## src/hdl/lli_pkg.sv

```systemverilog
// Shared types and constants for the line-line intersection block.
`default_nettype none
package lli_pkg;

   localparam int unsigned COORD_W = 32;
   localparam int unsigned DIFF_W  = COORD_W + 1;      // point difference
   localparam int unsigned PROD_W  = 2 * COORD_W;      // coordinate product
   localparam int unsigned CROSS_W = PROD_W + 1;       // cross term c12, c34
   localparam int unsigned DPROD_W = 2 * DIFF_W;       // difference product
   localparam int unsigned DEN_W   = DPROD_W + 1;      // denominator
   localparam int unsigned PART_W  = 2 * DIFF_W;       // partial product
   localparam int unsigned NUM_W   = CROSS_W + DIFF_W + 1; // numerator
   localparam int unsigned QUO_W   = COORD_W;          // quotient bits
   localparam int unsigned FRONT_STAGES = 5;
   localparam int unsigned QUEUE_DEPTH  = 2;

   typedef struct packed {
      logic [COORD_W-1:0] line_a_start_x;
      logic [COORD_W-1:0] line_a_start_y;
      logic [COORD_W-1:0] line_a_end_x;
      logic [COORD_W-1:0] line_a_end_y;
      logic [COORD_W-1:0] line_b_start_x;
      logic [COORD_W-1:0] line_b_start_y;
      logic [COORD_W-1:0] line_b_end_x;
      logic [COORD_W-1:0] line_b_end_y;
   } req_type;

   typedef struct packed {
      logic [COORD_W-1:0] cross_x;
      logic [COORD_W-1:0] cross_y;
      logic               parallel;
      logic               overflow;
   } rsp_type;

   typedef struct packed {
      logic [NUM_W-1:0] nx;
      logic [NUM_W-1:0] ny;
      logic [DEN_W-1:0] den;
   } job_type;

   typedef struct packed {
      logic               valid;
      logic [QUO_W-1:0]   quo;
      logic               ovf;
      logic               zero;
   } div_out_type;

   typedef struct packed {
      logic full;
      logic empty;
   } queue_status_type;

endpackage
`default_nettype wire

```

## src/hdl/lli_queue.sv

```systemverilog
// Short job queue between the front pipeline and the dividers.
`default_nettype none
module lli_queue (
   input  wire logic                 clock,
   input  wire logic                 reset,
   input  wire logic                 push,
   input  wire lli_pkg::job_type     push_job,
   input  wire logic                 pop,
   output lli_pkg::job_type          head_job,
   output lli_pkg::queue_status_type status
);

   localparam int unsigned PTR_W = $clog2(lli_pkg::QUEUE_DEPTH);

   lli_pkg::job_type              slot_ff [lli_pkg::QUEUE_DEPTH];
   logic [PTR_W-1:0]              wptr_ff, rptr_ff;
   logic [PTR_W:0]                count_ff;

   always_ff @(posedge clock) begin
      if (reset) begin
         wptr_ff  <= '0;
         rptr_ff  <= '0;
         count_ff <= '0;
      end else begin
         if (push) begin
            wptr_ff <= wptr_ff + 1'b1;
         end
         if (pop) begin
            rptr_ff <= rptr_ff + 1'b1;
         end
         count_ff <= count_ff + (PTR_W+1)'(push) - (PTR_W+1)'(pop);
      end
   end

   always_ff @(posedge clock) begin
      if (push) begin
         slot_ff[wptr_ff] <= push_job;
      end
   end

   assign head_job     = slot_ff[rptr_ff];
   assign status.full  = (count_ff == (PTR_W+1)'(lli_pkg::QUEUE_DEPTH));
   assign status.empty = (count_ff == '0);

endmodule
`default_nettype wire

```

## config.mk

```make
export PLATFORM = sky130hd
export DESIGN_NAME = lli_queue
export DESIGN_NICKNAME = d
export VERILOG_FILES = /design/src/hdl/lli_pkg.sv /design/src/hdl/lli_queue.sv
export SDC_FILE = /design/constraint.sdc
export NUM_CORES = 1
export LEC_CHECK = 0
export BUFFER_PORTS_ARGS = -buffer_cell sky130_fd_sc_hd__buf_2
export CAP_MARGIN = 20
export CORE_MARGIN = 4
export CORE_UTILIZATION = 34
export DETAILED_ROUTE_END_ITERATION = 6
export GPL_ROUTABILITY_DRIVEN = 0
export HOLD_SLACK_MARGIN = 0.02
export PLACE_DENSITY = 0.56
export REMOVE_ABC_BUFFERS = 1
export SLEW_MARGIN = 20
export SYNTH_ARGS = -nofsm -noshare
export SYNTH_HDL_FRONTEND = slang
export SYNTH_SLANG_ARGS = --single-unit
```

## constraint.sdc

```tcl
create_clock -name clock -period 34.8 [get_ports clock]
set_clock_uncertainty 0.15 [all_clocks]
set_input_delay 6.96 -clock clock [delete_from_list [all_inputs] [get_ports clock]]
set_output_delay 6.96 -clock clock [all_outputs]
set_load 0.02 [all_outputs]
```

Yosys cells after proc, flatten, opt, wreduce, memory -nomap -nowiden --
Memory sizes are Yosys's and may differ from the RTL's. A register that Yosys moved wholly into a read port is not among the register bits. Cells that the tools add are included.
Storage, ports and cells: flip-flop bits (word level) 4, bits in writable memories 530, bits of input ports 269, output and inout port bits 267, word-level logic and storage cells 14, memories 1
Cells by class: $add $sub $neg 4, eq/ne operators 1, mux-type cells 4, reduce and logical (&&, ||, !) cells 1
Memory list:
- slot_ff | words 2, bits a word 265, rd ports 1, clocked after Yosys merged registers in 1, write ports 1, RTL line lli_queue.sv:15 | lli_pkg::job_type slot_ff [lli_pkg::QUEUE_DEPTH];
Operators by type and width (number):
- 1-bit two-way mux | 4
- 1-bit adder, second input constant | 2
- 2-bit by 1-bit adder with 2-bit output | 1
- 2-bit == test, second input constant | 1
- 2-bit zero test | 1
- 2-bit by 1-bit subtractor with 2-bit output | 1

Logic depth before layout (Yosys ltp) --
Gate-level depths: netlist (run 1).
word-level depth 3, gate-level depth with buffers 6, depth with buffers taken out 6

Least setup slack after synthesis (run 1) --
OpenSTA, ideal clock, no wires.
path kind input port to flip-flop, start input port push, end memory slot_ff[0][0] (netlist bit), enable pin, setup time 0.928 ns, data arrival time 18.360 ns, required time 33.722 ns, slack 15.362 ns, cell stages on the path 1, path buffers 0, cells stage by stage nor2b_1
On the way: longest elaborated chain between the ends 2
Ends and longest elaborated chain:
- start, declared | RTL line lli_queue.sv:6 | input wire logic push,
- 1-bit two-way mux | RTL line lli_queue.sv:36 | if (push) begin
- 1-bit two-way mux (not written as such) | RTL line lli_queue.sv:37 | slot_ff[wptr_ff] <= push_job;
- end, declared | RTL line lli_queue.sv:15
Every way passes these cells.

==> results.cfg, run 1 <==
[status]
outcome = complete, no violations

[setup_path]
critPathRequiredTime_ns = 27.69
endpoint_kind = output pin
r2r_setup_slack_ns = 31.24
rr_startpoint = wptr_ff
crit_fanout = 138
start_kind = register
crit_type = register to output pin
arrival_ns = 3.77

[cts]
cts_repair_resize_count = 0
clock_latency_ns = 0.58
cts_setup_buffers = 0
cts_buffers = 54
cts_tree = yes
cts_root_buf = clkbuf_16
postCtsHoldBufs = 0
clockBufferDepth = 3
clk_pin_slew_worst_paths_ns = 0.05
clock_sinks = 535
h-tree-depth = 2

[synthesis]
netlist_instances = 845
ys_ff_latch = 535
synth_seq_area_share_pct = 82.4
synthesis.area_um2 = 19400
yosys_warnings = 0
synth_area_per_cell_um2 = 23.0
synth_cell_type_count = 12

[timing]
clock.fmax_ghz = 0.0919
setup_viol = 0
finalCritPeriodShare_pct = 31.3
slew_viol_final = 0
rsz0062_at_grt = false
setup_tns_ns = 0
min_period_ns = 10.88
slew_headroom_pct = 28.8
worstMarginPinSlew_ns = 1.07
hold_viol = 0

[final_layout]
fin_nets = 1687
area.sequential_um2 = 16000
drive_gt1_share_pct = 60.9
areaGrowthSynthToFinish_pct = 26.4
fill_cells = 5027
multi_input_area_um2 = 3100
final_cell_area_um2 = 24600
post-route-util_pct = 43.5

[global_routing]
grt_usage_pct = 13.8
grt_first_pass_wirelength_mm = 63.8
grt_start_max_net_pins = 139
grt_pass1_vias = 10500
gr-total-overflow = 0
antenna_found_initial = 17

[die]
die_area_um2 = 61100
start_util_pct = 34.4
ios = 536
die_w_um = 247
num_rows = 87
die_h_um = 247
core_um2 = 56500

[min_path]
hold_start = rptr_ff
hold_path.class = register to register

[route]
ant_nets = 0
routed_wl_mm = 44.7
avgViaCountPerCell = 4.45
wire_per_inst_um = 20.1
vias = 9909
drc = 0
firstDrtPassIters = 4
drt_iter0_drc = 408

[placed_design]
port_buffers = 535
placed_area_um2 = 22800
hpwl_mm = 31.1

[flow_run]
max-cap-violations = 0

[power]
p_per_area_nw_per_um2 = 61.0
vdd_drop_max_uv = 42.6
power.leakage_uw = 0.00907
-- area by class of cell --
cell class / count / share of cell area [%]
sequential: 535 / 65.2
inverter: 2 / 0.0306
antenna: 10 / 0.102
clock buffer: 62 / 5.88
timing repair buffer: 544 / 11.2
multi-input combinational: 279 / 12.6
tap: 756 / 3.85
clock inverter: 37 / 1.07
-- Yosys cell counts --
cell type | count | area (µm²)
xnor2_1 | 2 | 17.5
nor2_1 | 5 | 18.8
edfxtp_1 | 530 | 15900
dfxtp_1 | 5 | 100
buf_2 | 1 | 5.00
buf_6 | 28 | 315
inv_1 | 2 | 7.51
xnor3_1 | 1 | 22.5
nor2b_1 | 3 | 18.8
and2_1 | 1 | 6.26
ha_1 | 2 | 25.0
mux2_2 | 265 | 2980
-- cell usage in the layout, fill, tap and decap left out, types with 3 or more instances in the layout --
| cell | netlist | layout |
|---|---|---|
| nor2_1 | 5 | 5 |
| mux2_2 | 265 | 265 |
| buf_4 | 0 | 8 |
| dfxtp_1 | 5 | 4 |
| clkbuf_16 | 0 | 57 |
| diode_2 | 0 | 10 |
| clkinv_2 | 0 | 10 |
| bufinv_16 | 0 | 3 |
| clkbuf_1 | 0 | 5 |
| clkinv_1 | 0 | 17 |
| edfxtp_1 | 530 | 530 |
| inv_6 | 0 | 3 |
| buf_2 | 1 | 535 |
-- worst max-delay path, stage by stage, from the launching register on --
cell     delay [ns]
dfxtp_4        0.82
buf_12         0.63
buf_4          0.85
mux2_2         0.42
buf_2          0.16
-- report_power, final --
part           leakage, µW  switching (µW)  total, µW  internal (µW)
Sequential         0.00502            11.7        765            754
Combinational      0.00321             110        180           70.1
Clock             0.000839             235        554            319
Total              0.00907             356       1500           1140
-- worst paths after layout --
check               endpoint  depth (start not counted)
max            head_job[199]                          4
min                  rptr_ff                          2
max reg2reg  slot_ff[1][123]                          3
min reg2reg          rptr_ff                          2
-- sequential cells by signal, summed over array words and instances (netlist names), named ones only --
register  count
slot_ff     530
count_ff      2
rptr_ff       1
wptr_ff       1
-- logic make-up (layout without fill, tap and decap cells) --
kind of cell | count (synthesis) | count (layout) | share of synthesized area [%]
DFF | 535 | 535 | 82.4
muxes | 265 | 265 | 15.4
buffers and inverters | 31 | 645 | 1.69
and+or+nand+nor | 9 | 9 | 0.225
xor gates and xnor gates | 3 | 3 | 0.206
adders and majority gates | 2 | 2 | 0.129
other | 0 | 10 | 0
-- through the flow --
step / worst slack [ns] / power, µW / std cells / hold slack [ns]
after floorplan: 15.36 / 906 / 816 / 0.330
after global placement: 24.51 / 960 / 2116 / 0.347
after detailed placement: 24.48 / 963 / 2116 / 0.354
after CTS: 23.84 / 1520 / 2215 / 0.373
after global routing: 23.73 / 1560 / 2220 / 0.437
final: 23.92 / 1500 / 2225 / 0.364
-- layer usage --
| metal | vias to the layer above | wire length, µm | global-route usage (%) |
|---|---|---|---|
| li1 | 4551 | - | - |
| met1 | 4910 | 16400 | 15.2 |
| met2 | 335 | 23100 | 24.3 |
| met3 | 97 | 3940 | 5.34 |
| met4 | 16 | 1250 | 4.91 |
| met5 | - | 99 | 0 |
Power figures use the tool's default switching activity.
==> run 2, diff against run 1 <==
- PLACE_DENSITY: 0.56 -> 0.58
- clock period: 34.8 -> 9.1 ns (I/O delays scaled with it)
==> results.cfg, run 2 (synthesized netlist as in run 1, its figures left out) <==
[setup_path]
crit_buf_inv = 2
start_kind = register
arrival_ns = 3.02
crit_slowest_cell = dfxtp_4
crit_type = register to output pin
rr_startpoint = wptr_ff
critical-path-max-stage-delay_ns = 0.90
critPathRequiredTime_ns = 7.13
crit_fanout = 70
path_cells = buf_4 > mux2_2 > buf_2
path_delay_family = buffers and inverters
r2r_setup_slack_ns = 6.18
timing.rr.end = slot_ff[1][63]
ff2ff_path_depth = 3
endpoint_kind = output pin

[timing]
slew_viol_final = 0
clock.fmax_ghz = 0.200
worstMarginPinSlew_ns = 1.02
fin_hold_ws_ns = 0.368
min_period_ns = 4.99
slew_headroom_pct = 32.3
setup_viol = 0
finalCritPeriodShare_pct = 54.8
hold_viol = 0
rsz0062_at_grt = false
setup_tns_ns = 0

[route]
avgViaCountPerCell = 4.44
firstDrtPassIters = 4
wire_per_inst_um = 19.2
routed_wl_mm = 42.7
vias = 9848
drt_iter0_drc = 376
drc = 0
ant_nets = 0

[final_layout]
fin_nets = 1686
post-route-util_pct = 43.5
area.sequential_um2 = 16000
largest_register_ff_count = 530
layout_common_cells = buf_2 (535), edfxtp_1 (530), mux2_2 (265), clkbuf_16 (57), clkbuf_1 (14)
fill_cells = 5045
top_regs = slot_ff x530, count_ff x2
post_layout_nonfiller_instances = 2219
areaGrowthSynthToFinish_pct = 26.5
multi_input_area_um2 = 3100
mostFrequentLayoutCell = buf_2
drive_gt1_share_pct = 60.9
top_register = slot_ff

[global_routing]
grt_usage_pct = 13.2
grt_use_met2_pct = 22.9
antenna_found_initial = 13
use_met1_pct = 15.0
grt_pass1_vias = 10500
gr-total-overflow = 0
grt_first_pass_wirelength_mm = 61.6
met3_usage_pct = 4.73
grt-busiest-layer = met2
grt_start_max_net_pins = 137

[cts]
postCtsHoldBufs = 0
cts_setup_buffers = 0
clock_sinks = 535
clockBufferDepth = 3
clock_latency_ns = 0.58
cts_buffers = 54
cts_root_buf = clkbuf_16
cts_repair_resize_count = 0
clk_pin_slew_worst_paths_ns = 0.06
cts_tree = yes
h-tree-depth = 2

[power]
finalPower_uw = 5740
p_per_area_nw_per_um2 = 234
vdd_drop_max_uv = 169
power.leakage_uw = 0.00906

[placed_design]
hpwl_mm = 28.9
port_buffers = 535
dp_cells = 2115

[min_path]
hold_start = rptr_ff
holdPathEnd = rptr_ff
hold_depth = 2
hold_path.class = register to register

[die]
die_h_um = 247
start_util_pct = 34.4
num_rows = 87
core_um2 = 56500
ios = 536
die_area_um2 = 61100
die_w_um = 247

[flow_run]
max-cap-violations = 0

[status]
outcome = complete, no violations
-- run 2: cell types whose count changed in the layout (fill, tap and decap cells not counted), sizes merged --
cell	delta
clkinvlp	+1
inv	-2
buf	-1
clkinv	-11
bufinv	+1
diode	-3
clkbuf	+9
-- run 2: how the worst max path moves through the flow --
stage	end	slack, ns	from	cells past startpoint
after CTS	head_job[118]	3.98	register	3
final	head_job[17]	4.11	register	3
after floorplan	slot_ff[0][0]	-5.20	push	1
after global routing	head_job[17]	3.89	register	3
after detailed placement	head_job[118]	4.63	register	3
after global placement	head_job[169]	4.63	register	3
-- run 2: cell type report --
class	instances	area share, %
antenna	7	0.0713
sequential	535	65.2
timing repair buffer	543	11.3
inverter	2	0.0305
tap	756	3.85
multi-input combinational	279	12.6
clock inverter	26	0.957
clock buffer	71	6.02
-- run 2: stage by stage --
step / worst slack (ns) / area [µm²]
global route: 3.89 / 24600
finish: 4.11 / 24600
global placement: 4.63 / 22900
detailed placement: 4.63 / 22900
floorplan: -5.20 / 19100
CTS: 3.98 / 24600
-- run 2: worst register-to-register path: stages (launching register included) --
cell     delay (ns)
dfxtp_1        0.41
and2_4         0.48
buf_4          0.67
buf_4          0.80
-- run 2: metal layers --
metal | share of wire (%) | vias up
met3 | 8.8 | 81
met2 | 51 | 343
met4 | 3.0 | 8
met1 | 37 | 4883
met5 | 0.13 | -
li1 | - | 4533
-- run 2: report_power, final --
part	internal, µW	switching (µW)
Sequential	2880	39.8
Clock	1250	876
Combinational	270	422
Total	4400	1340
==> run 3, diff against run 2 <==
- clock period: 9.1 -> 4.1 ns (I/O delays scaled with it)
==> results.cfg, run 3 (synthesized netlist as in run 1, its figures left out) <==
[status]
outcome = complete, no violations

[setup_path]
endpoint_kind = output pin
path_cells = buf_12 > mux2_2 > buf_2
critical-path-max-stage-delay_ns = 0.53
timing.rr.end = slot_ff[1][35]
path_delay_family = buffers and inverters
arrival_ns = 2.31
critPathRequiredTime_ns = 3.13
r2r_setup_slack_ns = 2.09
crit_fanout = 100
start_kind = register
rr_startpoint = wptr_ff
ff2ff_path_depth = 3
crit_buf_inv = 2
crit_slowest_cell = dfxtp_4
crit_type = register to output pin

[final_layout]
top_regs = slot_ff x530, count_ff x2
drive_gt1_share_pct = 61.5
layout_common_cells = buf_2 (535), edfxtp_1 (530), mux2_2 (265), clkbuf_16 (57), buf_12 (13)
mostFrequentLayoutCell = buf_2
post_layout_nonfiller_instances = 2232
areaGrowthSynthToFinish_pct = 28.4
largest_register_ff_count = 530
top_register = slot_ff
fin_nets = 1704

[global_routing]
gr-total-overflow = 0
antenna_found_initial = 3
grt_pass1_vias = 10600
grt_usage_pct = 13.7
grt_start_max_net_pins = 102
grt_first_pass_wirelength_mm = 63.4

[timing]
clock.fmax_ghz = 0.305
hold_viol = 0
setup_viol = 0
finalCritPeriodShare_pct = 80.0
min_period_ns = 3.28
rsz0062_at_grt = false
setup_tns_ns = 0
slew_headroom_pct = 54.6
worstMarginPinSlew_ns = 0.681
slew_viol_final = 0
fin_hold_ws_ns = 0.274

[cts]
clock_latency_ns = 0.58
postCtsHoldBufs = 0
cts_tree = yes
cts_repair_resize_count = 0
cts_setup_buffers = 0
cts_root_buf = clkbuf_16
cts_buffers = 55
clock_sinks = 535
clk_pin_slew_worst_paths_ns = 0.06
clockBufferDepth = 3
h-tree-depth = 2

[min_path]
hold_path.class = input port to register
holdPathEnd = slot_ff[1][175]
hold_depth = 1
hold_start = push_job[175]

[die]
die_area_um2 = 61100
ios = 536
core_um2 = 56500
num_rows = 87
start_util_pct = 34.4
die_w_um = 247
die_h_um = 247

[power]
p_per_area_nw_per_um2 = 526
vdd_drop_max_uv = 408
power.leakage_uw = 0.00926

[route]
avgViaCountPerCell = 4.44
vias = 9910
ant_nets = 0
drc = 0
firstDrtPassIters = 4
drt_iter0_drc = 433
routed_wl_mm = 43.9
wire_per_inst_um = 19.7

[placed_design]
dp_cells = 2132
port_buffers = 535
hpwl_mm = 30.6

[flow_run]
max-cap-violations = 0
-- run 3: cell type report --
type,instances,area [µm²]
fill,4978,31500
tap,756,946
multi-input combinational,279,3100
clock buffer,64,1450
sequential,535,16000
timing repair buffer,560,3030
clock inverter,34,390
inverter,2,7.51
antenna,2,5.00
-- run 3: routing by layer --
| layer | track usage, % | part of all wire [%] | vias up |
|---|---|---|---|
| li1 | - | - | 4564 |
| met1 | 16.3 | 38 | 4949 |
| met2 | 23.6 | 51 | 330 |
| met3 | 4.59 | 8.6 | 65 |
| met4 | 3.95 | 2.2 | 2 |
| met5 | 0 | 0.030 | - |
-- run 3: worst reg2reg max path, cell delays in order (launching register included) --
cell,delay [ns]
dfxtp_1,0.40
and2_4,0.54
buf_12,0.33
buf_12,0.25
-- run 3: worst max path at each step --
| stage | cells past startpoint | endpoint |
|---|---|---|
| 2_1_floorplan | 1 | slot_ff[0][0] |
| 3_3_place_gp | 3 | head_job[62] |
| 3_5_place_dp | 3 | head_job[62] |
| 4_1_cts | 3 | head_job[62] |
| 5_1_grt | 3 | head_job[62] |
| 6_report | 3 | head_job[181] |
-- run 3: power breakdown --
part	total [µW]	leakage, µW	internal (µW)	switching (µW)
Combinational	1600	0.00334	632	968
Clock	5050	0.000905	3080	1970
Sequential	6470	0.00502	6390	77.2
Total	13100	0.00926	10100	3010
-- run 3: metrics by stage --
| step | area, µm² | setup slack (ns) | power (µW) | utilization, % |
|---|---|---|---|---|
| finish | 25000 | 0.819 | 13100 | 44.2 |
| global route | 25000 | 0.691 | 13700 | 44.2 |
| CTS | 24900 | 0.720 | 13300 | 44.2 |
| detailed placement | 23100 | 1.38 | 8220 | 40.9 |
| global placement | 23100 | 1.38 | 8190 | 40.9 |
| floorplan | 19100 | -9.20 | 7690 | - |
